### src/rnc_pkg.sv
// Shared constants, codes and controller/datapath link types for the reachable node counter.
`default_nettype none
package rnc_pkg;

  localparam int MAX_NODES   = 1024;
  localparam int MAX_ENTRIES = 8192;

  localparam int NODE_W  = 10;                    // node id field width
  localparam int NODE_AW = $clog2(MAX_NODES);     // visited map / stack / head address
  localparam int ENT_AW  = $clog2(MAX_ENTRIES);   // entry memory address
  localparam int PTR_W   = ENT_AW + 1;            // entry pointer incl. empty mark
  localparam int SP_W    = NODE_AW + 1;           // stack pointer, holds MAX_NODES
  localparam int CNT_W   = 11;                    // reached field width
  localparam int NCNT_W  = 11;                    // node_count register width
  localparam int CFG_W   = 11;                    // widest configuration register

  localparam logic [PTR_W-1:0] EMPTY_MARK = PTR_W'(MAX_ENTRIES);
  localparam logic [PTR_W-1:0] FULL_LIMIT = PTR_W'(MAX_ENTRIES - 2);
  localparam logic [SP_W-1:0]  STACK_LIM  = SP_W'(MAX_NODES);

  localparam logic [1:0] MODE_CLEAR = 2'd0;
  localparam logic [1:0] MODE_EDGE  = 2'd1;
  localparam logic [1:0] MODE_COUNT = 2'd2;

  localparam logic REG_START  = 1'b0;
  localparam logic REG_NCOUNT = 1'b1;

  typedef struct packed {
    logic clr_graph;
    logic head_clr;
    logic vis_clr;
    logic edge_load;
    logic edge_drop;
    logic link_rd;
    logic link_wr;
    logic walk_init;
    logic pop;
    logic head_rd;
    logic ent_rd_head;
    logic ent_rd_next;
    logic vis_rd;
    logic vis_upd;
    logic out_load;
  } cmd_t;

  typedef struct packed {
    logic idx_last;
    logic edge_ok;
    logic link_last;
    logic start_ok;
    logic sp_zero;
    logic head_empty;
    logic next_empty;
    logic out_free;
  } stat_t;

endpackage
`default_nettype wire

### src/rnc_ctrl.sv
// Sequencing state machine: clearing passes, edge linking and the depth first walk.
`default_nettype none
module rnc_ctrl (
  input  wire logic          clk,
  input  wire logic          rst_n,
  input  wire logic          in_valid,
  input  wire logic [1:0]    in_mode,
  input  wire rnc_pkg::stat_t stat,
  output logic               in_ready,
  output rnc_pkg::cmd_t      cmd
);

  typedef enum logic [11:0] {
    S_CLR_HEAD  = 12'b0000_0000_0001,
    S_IDLE      = 12'b0000_0000_0010,
    S_EDGE_RD   = 12'b0000_0000_0100,
    S_EDGE_WR   = 12'b0000_0000_1000,
    S_VIS_CLR   = 12'b0000_0001_0000,
    S_INIT      = 12'b0000_0010_0000,
    S_POP       = 12'b0000_0100_0000,
    S_POP_WAIT  = 12'b0000_1000_0000,
    S_HEAD_WAIT = 12'b0001_0000_0000,
    S_ENT_WAIT  = 12'b0010_0000_0000,
    S_VIS_WAIT  = 12'b0100_0000_0000,
    S_DONE      = 12'b1000_0000_0000
  } state_t;

  state_t state_r, state_nxt;

  assign in_ready = (state_r == S_IDLE);

  always_comb begin
    state_nxt = state_r;
    cmd       = '0;
    case (state_r)
      S_CLR_HEAD: begin
        cmd.head_clr = 1'b1;
        if (stat.idx_last) state_nxt = S_IDLE;
      end
      S_IDLE: begin
        if (in_valid) begin
          case (in_mode)
            rnc_pkg::MODE_CLEAR: begin
              cmd.clr_graph = 1'b1;
              state_nxt     = S_CLR_HEAD;
            end
            rnc_pkg::MODE_EDGE: begin
              if (stat.edge_ok) begin
                cmd.edge_load = 1'b1;
                state_nxt     = S_EDGE_RD;
              end else begin
                cmd.edge_drop = 1'b1;
              end
            end
            rnc_pkg::MODE_COUNT: state_nxt = S_VIS_CLR;
            default: state_nxt = S_IDLE;
          endcase
        end
      end
      S_EDGE_RD: begin
        cmd.link_rd = 1'b1;
        state_nxt   = S_EDGE_WR;
      end
      S_EDGE_WR: begin
        cmd.link_wr = 1'b1;
        state_nxt   = stat.link_last ? S_IDLE : S_EDGE_RD;
      end
      S_VIS_CLR: begin
        cmd.vis_clr = 1'b1;
        if (stat.idx_last) state_nxt = S_INIT;
      end
      S_INIT: begin
        cmd.walk_init = 1'b1;
        state_nxt     = stat.start_ok ? S_POP : S_DONE;
      end
      S_POP: begin
        if (stat.sp_zero) begin
          state_nxt = S_DONE;
        end else begin
          cmd.pop   = 1'b1;
          state_nxt = S_POP_WAIT;
        end
      end
      S_POP_WAIT: begin
        cmd.head_rd = 1'b1;
        state_nxt   = S_HEAD_WAIT;
      end
      S_HEAD_WAIT: begin
        if (stat.head_empty) begin
          state_nxt = S_POP;
        end else begin
          cmd.ent_rd_head = 1'b1;
          state_nxt       = S_ENT_WAIT;
        end
      end
      S_ENT_WAIT: begin
        cmd.vis_rd = 1'b1;
        state_nxt  = S_VIS_WAIT;
      end
      S_VIS_WAIT: begin
        cmd.vis_upd = 1'b1;
        if (stat.next_empty) begin
          state_nxt = S_POP;
        end else begin
          cmd.ent_rd_next = 1'b1;
          state_nxt       = S_ENT_WAIT;
        end
      end
      S_DONE: begin
        // hold until the result register is free
        if (stat.out_free) begin
          cmd.out_load = 1'b1;
          state_nxt    = S_IDLE;
        end
      end
      default: state_nxt = S_CLR_HEAD;
    endcase
  end

  always_ff @(posedge clk) begin
    if (!rst_n) state_r <= S_CLR_HEAD;
    else        state_r <= state_nxt;
  end

endmodule
`default_nettype wire

### config.mk
export PLATFORM = sky130hd
export DESIGN_NAME = rnc_ctrl
export DESIGN_NICKNAME = d
export VERILOG_FILES = /design/src/rnc_pkg.sv /design/src/rnc_ctrl.sv
export SDC_FILE = /design/constraint.sdc
export NUM_CORES = 1
export LEC_CHECK = 0
export BUFFER_PORTS_ARGS = -buffer_cell sky130_fd_sc_hd__buf_2
export CAP_MARGIN = 20
export CORE_ASPECT_RATIO = 1.25
export CORE_MARGIN = 4
export CORE_UTILIZATION = 53
export DETAILED_ROUTE_END_ITERATION = 10
export PLACE_DENSITY_LB_ADDON = 0.05
export SYNTH_ARGS = -nofsm -noshare
export SYNTH_HDL_FRONTEND = slang
export SYNTH_SLANG_ARGS = --single-unit
### constraint.sdc
create_clock -name clk -period 3.7 [get_ports clk]
set_clock_uncertainty 0.15 [all_clocks]
set_input_delay 0.925 -clock clk [delete_from_list [all_inputs] [get_ports clk]]
set_output_delay 0.925 -clock clk [all_outputs]
set_load 0.1 [all_outputs]
# Word-level counts from Yosys, hierarchy flattened

Index checks and enable logic that the tools add are counted.

Multiplexer cells: 36
Reductions and logical operators: 2
Equal/unequal tests: 19

Operators by type and width:

| operator                                         | number |
|---|---|
| case mux 12 bit (12 select lines)                | 1 |
| 2-to-1 mux 12 bit                                | 7 |
| case mux 12 bit (3 select lines)                 | 1 |
| 2-to-1 mux 1 bit                                 | 21 |
| 2-to-1 mux 10 bit                                | 2 |
| == test 12 x 1 -> 1 bit (second input constant)  | 1 |
| == test 12 x 10 -> 1 bit (second input constant) | 1 |
| == test 12 x 11 -> 1 bit (second input constant) | 1 |
| == test 12 bit (second input constant)           | 1 |
| == test 12 x 2 -> 1 bit (second input constant)  | 1 |
| == test 12 x 3 -> 1 bit (second input constant)  | 1 |
| == test 12 x 4 -> 1 bit (second input constant)  | 1 |
| == test 12 x 5 -> 1 bit (second input constant)  | 1 |
| == test 12 x 6 -> 1 bit (second input constant)  | 1 |
| == test 12 x 7 -> 1 bit (second input constant)  | 1 |
| == test 12 x 8 -> 1 bit (second input constant)  | 1 |
| == test 12 x 9 -> 1 bit (second input constant)  | 1 |
| inequality test 2 bit (second input constant)    | 4 |
| 2-to-1 mux 2 bit                                 | 3 |
| AND reduction 5 bit                              | 1 |
| 2-to-1 mux 3 bit                                 | 1 |
| inequality test 3 bit (second input constant)    | 1 |
| == test 2 x 1 -> 1 bit (second input constant)   | 1 |
| == test 2 bit (second input constant)            | 1 |
| zero test 2 bit                                  | 1 |

Input port bits: 13
Logic and storage cells: 58
Register bits: 12
Output and inout bits: 16

# Depth between registers and ports, before layout

Depth after elaboration: 4
Gate-level depth with buffers: 6
Mapped depth without buffers: 5

# Worst setup path after synthesis

OpenSTA, ideal clock, no wires.

Path kind: reg-to-output
Start: register state_r[4]
End: output cmd[11] in the netlist's numbering
Required time: 2.625 ns
Slack: -2.065 ns
Cell stages (with the launch flop): 6
Buffers on the path: 1
Data arrival time: 4.690 ns
Cells stage by stage: dfxtp_1 -> or4_1 -> buf_6 -> nor3_2 -> nand2_1 -> nor3_1

RTL lines:

| element                | line            | RTL |
|---|---|---|
| from (decl)            | rnc_ctrl.sv:28  | `state_t state_r, state_nxt;` |
| from (signal assigned) | rnc_ctrl.sv:122 | `else state_r <= state_nxt;` |
| to (decl)              | rnc_ctrl.sv:10  | `output rnc_pkg::cmd_t cmd` |

==> flow_metrics.env <==
export IMPL_status="finished clean"
export IMPL_synth_area_per_cell_um2=8.64
export IMPL_wirelength_um=2270
export IMPL_cap_violations=0
export IMPL_required_ns=2.62
export IMPL_ctsRootBufferMaster="clkbuf_4"
export IMPL_p_leak_uw=0.000504
export IMPL_ys_ff_latch=12
export IMPL_min_path_type="flip-flop to flip-flop"
export IMPL_cts_buffers=3
export IMPL_synthCells=103
export IMPL_ys_async_sr_fraction=0
export IMPL_postCtsResizedCells=0
export IMPL_cts_buffer_depth=2
export IMPL_fp_row_count=16
export IMPL_diodes=0
export IMPL_regMostFlops="state_r"
export IMPL_worstMarginPinSlew_ns=0.627
export IMPL_cts_hold_buf=0
export IMPL_grt_remaining_overflow=0
export IMPL_fill_cells=140
export IMPL_antenna_found_initial=0
export IMPL_io_buffers=28
export IMPL_ys_flop_type="dfxtp_1"
export IMPL_rsz0062_at_grt="no"
export IMPL_area_growth_syn_to_layout_pct=26.9
export IMPL_grt_first_pass_wirelength_um=3710
export IMPL_hpwl_um=1710
export IMPL_reg2reg_setup_slack_ns=1.42
export IMPL_clk_latency_ns=0.27
export IMPL_p_total_uw=521
export IMPL_final_util=0.714
export IMPL_crit_fanout=7
export IMPL_drv_slew=0
export IMPL_firstDrtPassIters=4
export IMPL_grt_usage=0.209
export IMPL_dieArea_mm2=0.00240
export IMPL_die_x_um=44.6
export IMPL_synth_cell_types=42
export IMPL_crit_path_max_incr_delay_ns=0.72
export IMPL_critical_path_class="flip-flop to output pin"
export IMPL_fin_crit_sh=0.946
export IMPL_holdWs_ns=0.457
export IMPL_yosysSeqAreaShare=0.270
export IMPL_startpoint="state_r[5]"
export IMPL_synth_edf_count=0
export IMPL_drtIter0Drc=17
export IMPL_grt_max_degree=11
export IMPL_fin_crit_ns=3.50
export IMPL_ys_warn_count=0
export IMPL_fmax_ghz=0.286
export IMPL_netlist_area_um2=890
export IMPL_wl_per_cell_um=14.8
export IMPL_relSlewSlack=0.576
export IMPL_largest_reg_flops=12
export IMPL_die_h_um=53.8
export IMPL_start_util=0.562
export IMPL_worstPathArrival_ns=2.43
export IMPL_io_pins=29
export IMPL_synth_nets=116
export IMPL_coreArea_mm2=0.00158
export IMPL_reg2reg_from="state_r[5]"
export IMPL_irDropWorstVdd_mv=0.316
export IMPL_critPathLaunchType="flip-flop"
export IMPL_critPathCaptureType="output pin"
export IMPL_most_common_layout_cells="buf_2 (28), nor2_1 (12), dfxtp_1 (10)"
export IMPL_first_global_vias=851
export IMPL_via_count=924
export IMPL_cts_sinks=12
export IMPL_largest_registers="state_r: 12 flops"
export IMPL_cts_tree="built"
export IMPL_cp_cell_sequence="or4_1 > nor2_4 > and4b_2 > and2b_2 > buf_2"
export IMPL_final_common_cell="buf_2"
export IMPL_via_per_inst=6.04
export IMPL_path_clk_slew_ns=0.08
export IMPL_drive_gt1_frac=0.444
export IMPL_min_from="state_r[4]"
export IMPL_antenna_left=0
export IMPL_hold_viol=0
export IMPL_drc=0
export IMPL_synth_top_area_frac=0.270
export IMPL_post_cts_buffers=0
export IMPL_finalNetCount=149
export IMPL_yosysTopAreaCell="dfxtp_1"
export IMPL_synthTopCellsByArea="dfxtp_1 (27%), and4b_1 (5.6%), nor2_1 (5.5%), nand2b_1 (3.5%), and4_2 (3.4%)"
export IMPL_cp_slowest_cell="or4_1"
export IMPL_finalSetupViolCount=0
export IMPL_gp_congestion=0.808
export IMPL_cellPowerDensity_mw_per_mm2=461
export IMPL_setup_tns_ns=0
export IMPL_htree_levels=1
synth_stat cells (3+ instances only):
master	instances
and4b_1	5
nand2_1	6
a21oi_1	3
nor2_1	13
and4_2	3
dfxtp_1	12
nor3_1	6
nand2b_1	5
xor2_1	3
o21ai_0	3
inv_1	3
critical path: cells and delay by family, from the launching register on:
| family | cells | cell delay (ns) |
|---|---|---|
| simple gates | 4 | 1.40 |
| buf+inv | 1 | 0.42 |
| flops | 1 | 0.35 |
cell type report:
cell class	instances	area, um^2	area share
Clock buffer	4	36.3	0.0322
Inverter	3	11.3	0.00998
Multi-Input combinational cell	87	668	0.592
Sequential cell	12	243	0.215
Tap cell	18	22.5	0.0200
Timing Repair Buffer	29	148	0.131
path summary, 6_finish.rpt:
check                to  depth (start not counted)
max              cmd[3]                          5
min          state_r[4]                          2
max reg2reg  state_r[2]                          5
min reg2reg  state_r[4]                          2
stage by stage:
step / setup slack, ns / cells / cell area, um^2
after floorplan: -0.322 / 103 / 933
after global placement: 0.495 / 149 / 1090
after detailed placement: 0.470 / 149 / 1090
after CTS: 0.196 / 153 / 1130
after global routing: 0.102 / 153 / 1130
final: 0.199 / 153 / 1130
power by group:
group          internal [uW]  switching (uW)  total, uW
registers                141            13.6        155
clock network           59.8            44.9        105
logic                   83.7             178        261
logic make-up after synthesis:
group | share of synthesized area
AND/OR/NAND/NOR | 0.470
AO/OA/AOI/OAI | 0.194
flip-flops | 0.270
buffers and inverters | 0.0253
XOR/XNOR | 0.0295
multiplexers | 0.0113
layer usage:
| metal | wire (um) | vias to the layer above | GRT usage |
|---|---|---|---|
| met4 | 26 | 0 | 0.0603 |
| met1 | 927 | 421 | 0.244 |
| met5 | 0 | - | 0 |
| met3 | 117 | 4 | 0.0301 |
| li1 | - | 467 | - |
| met2 | 1190 | 32 | 0.385 |
Power figures use the tool's default switching activity.
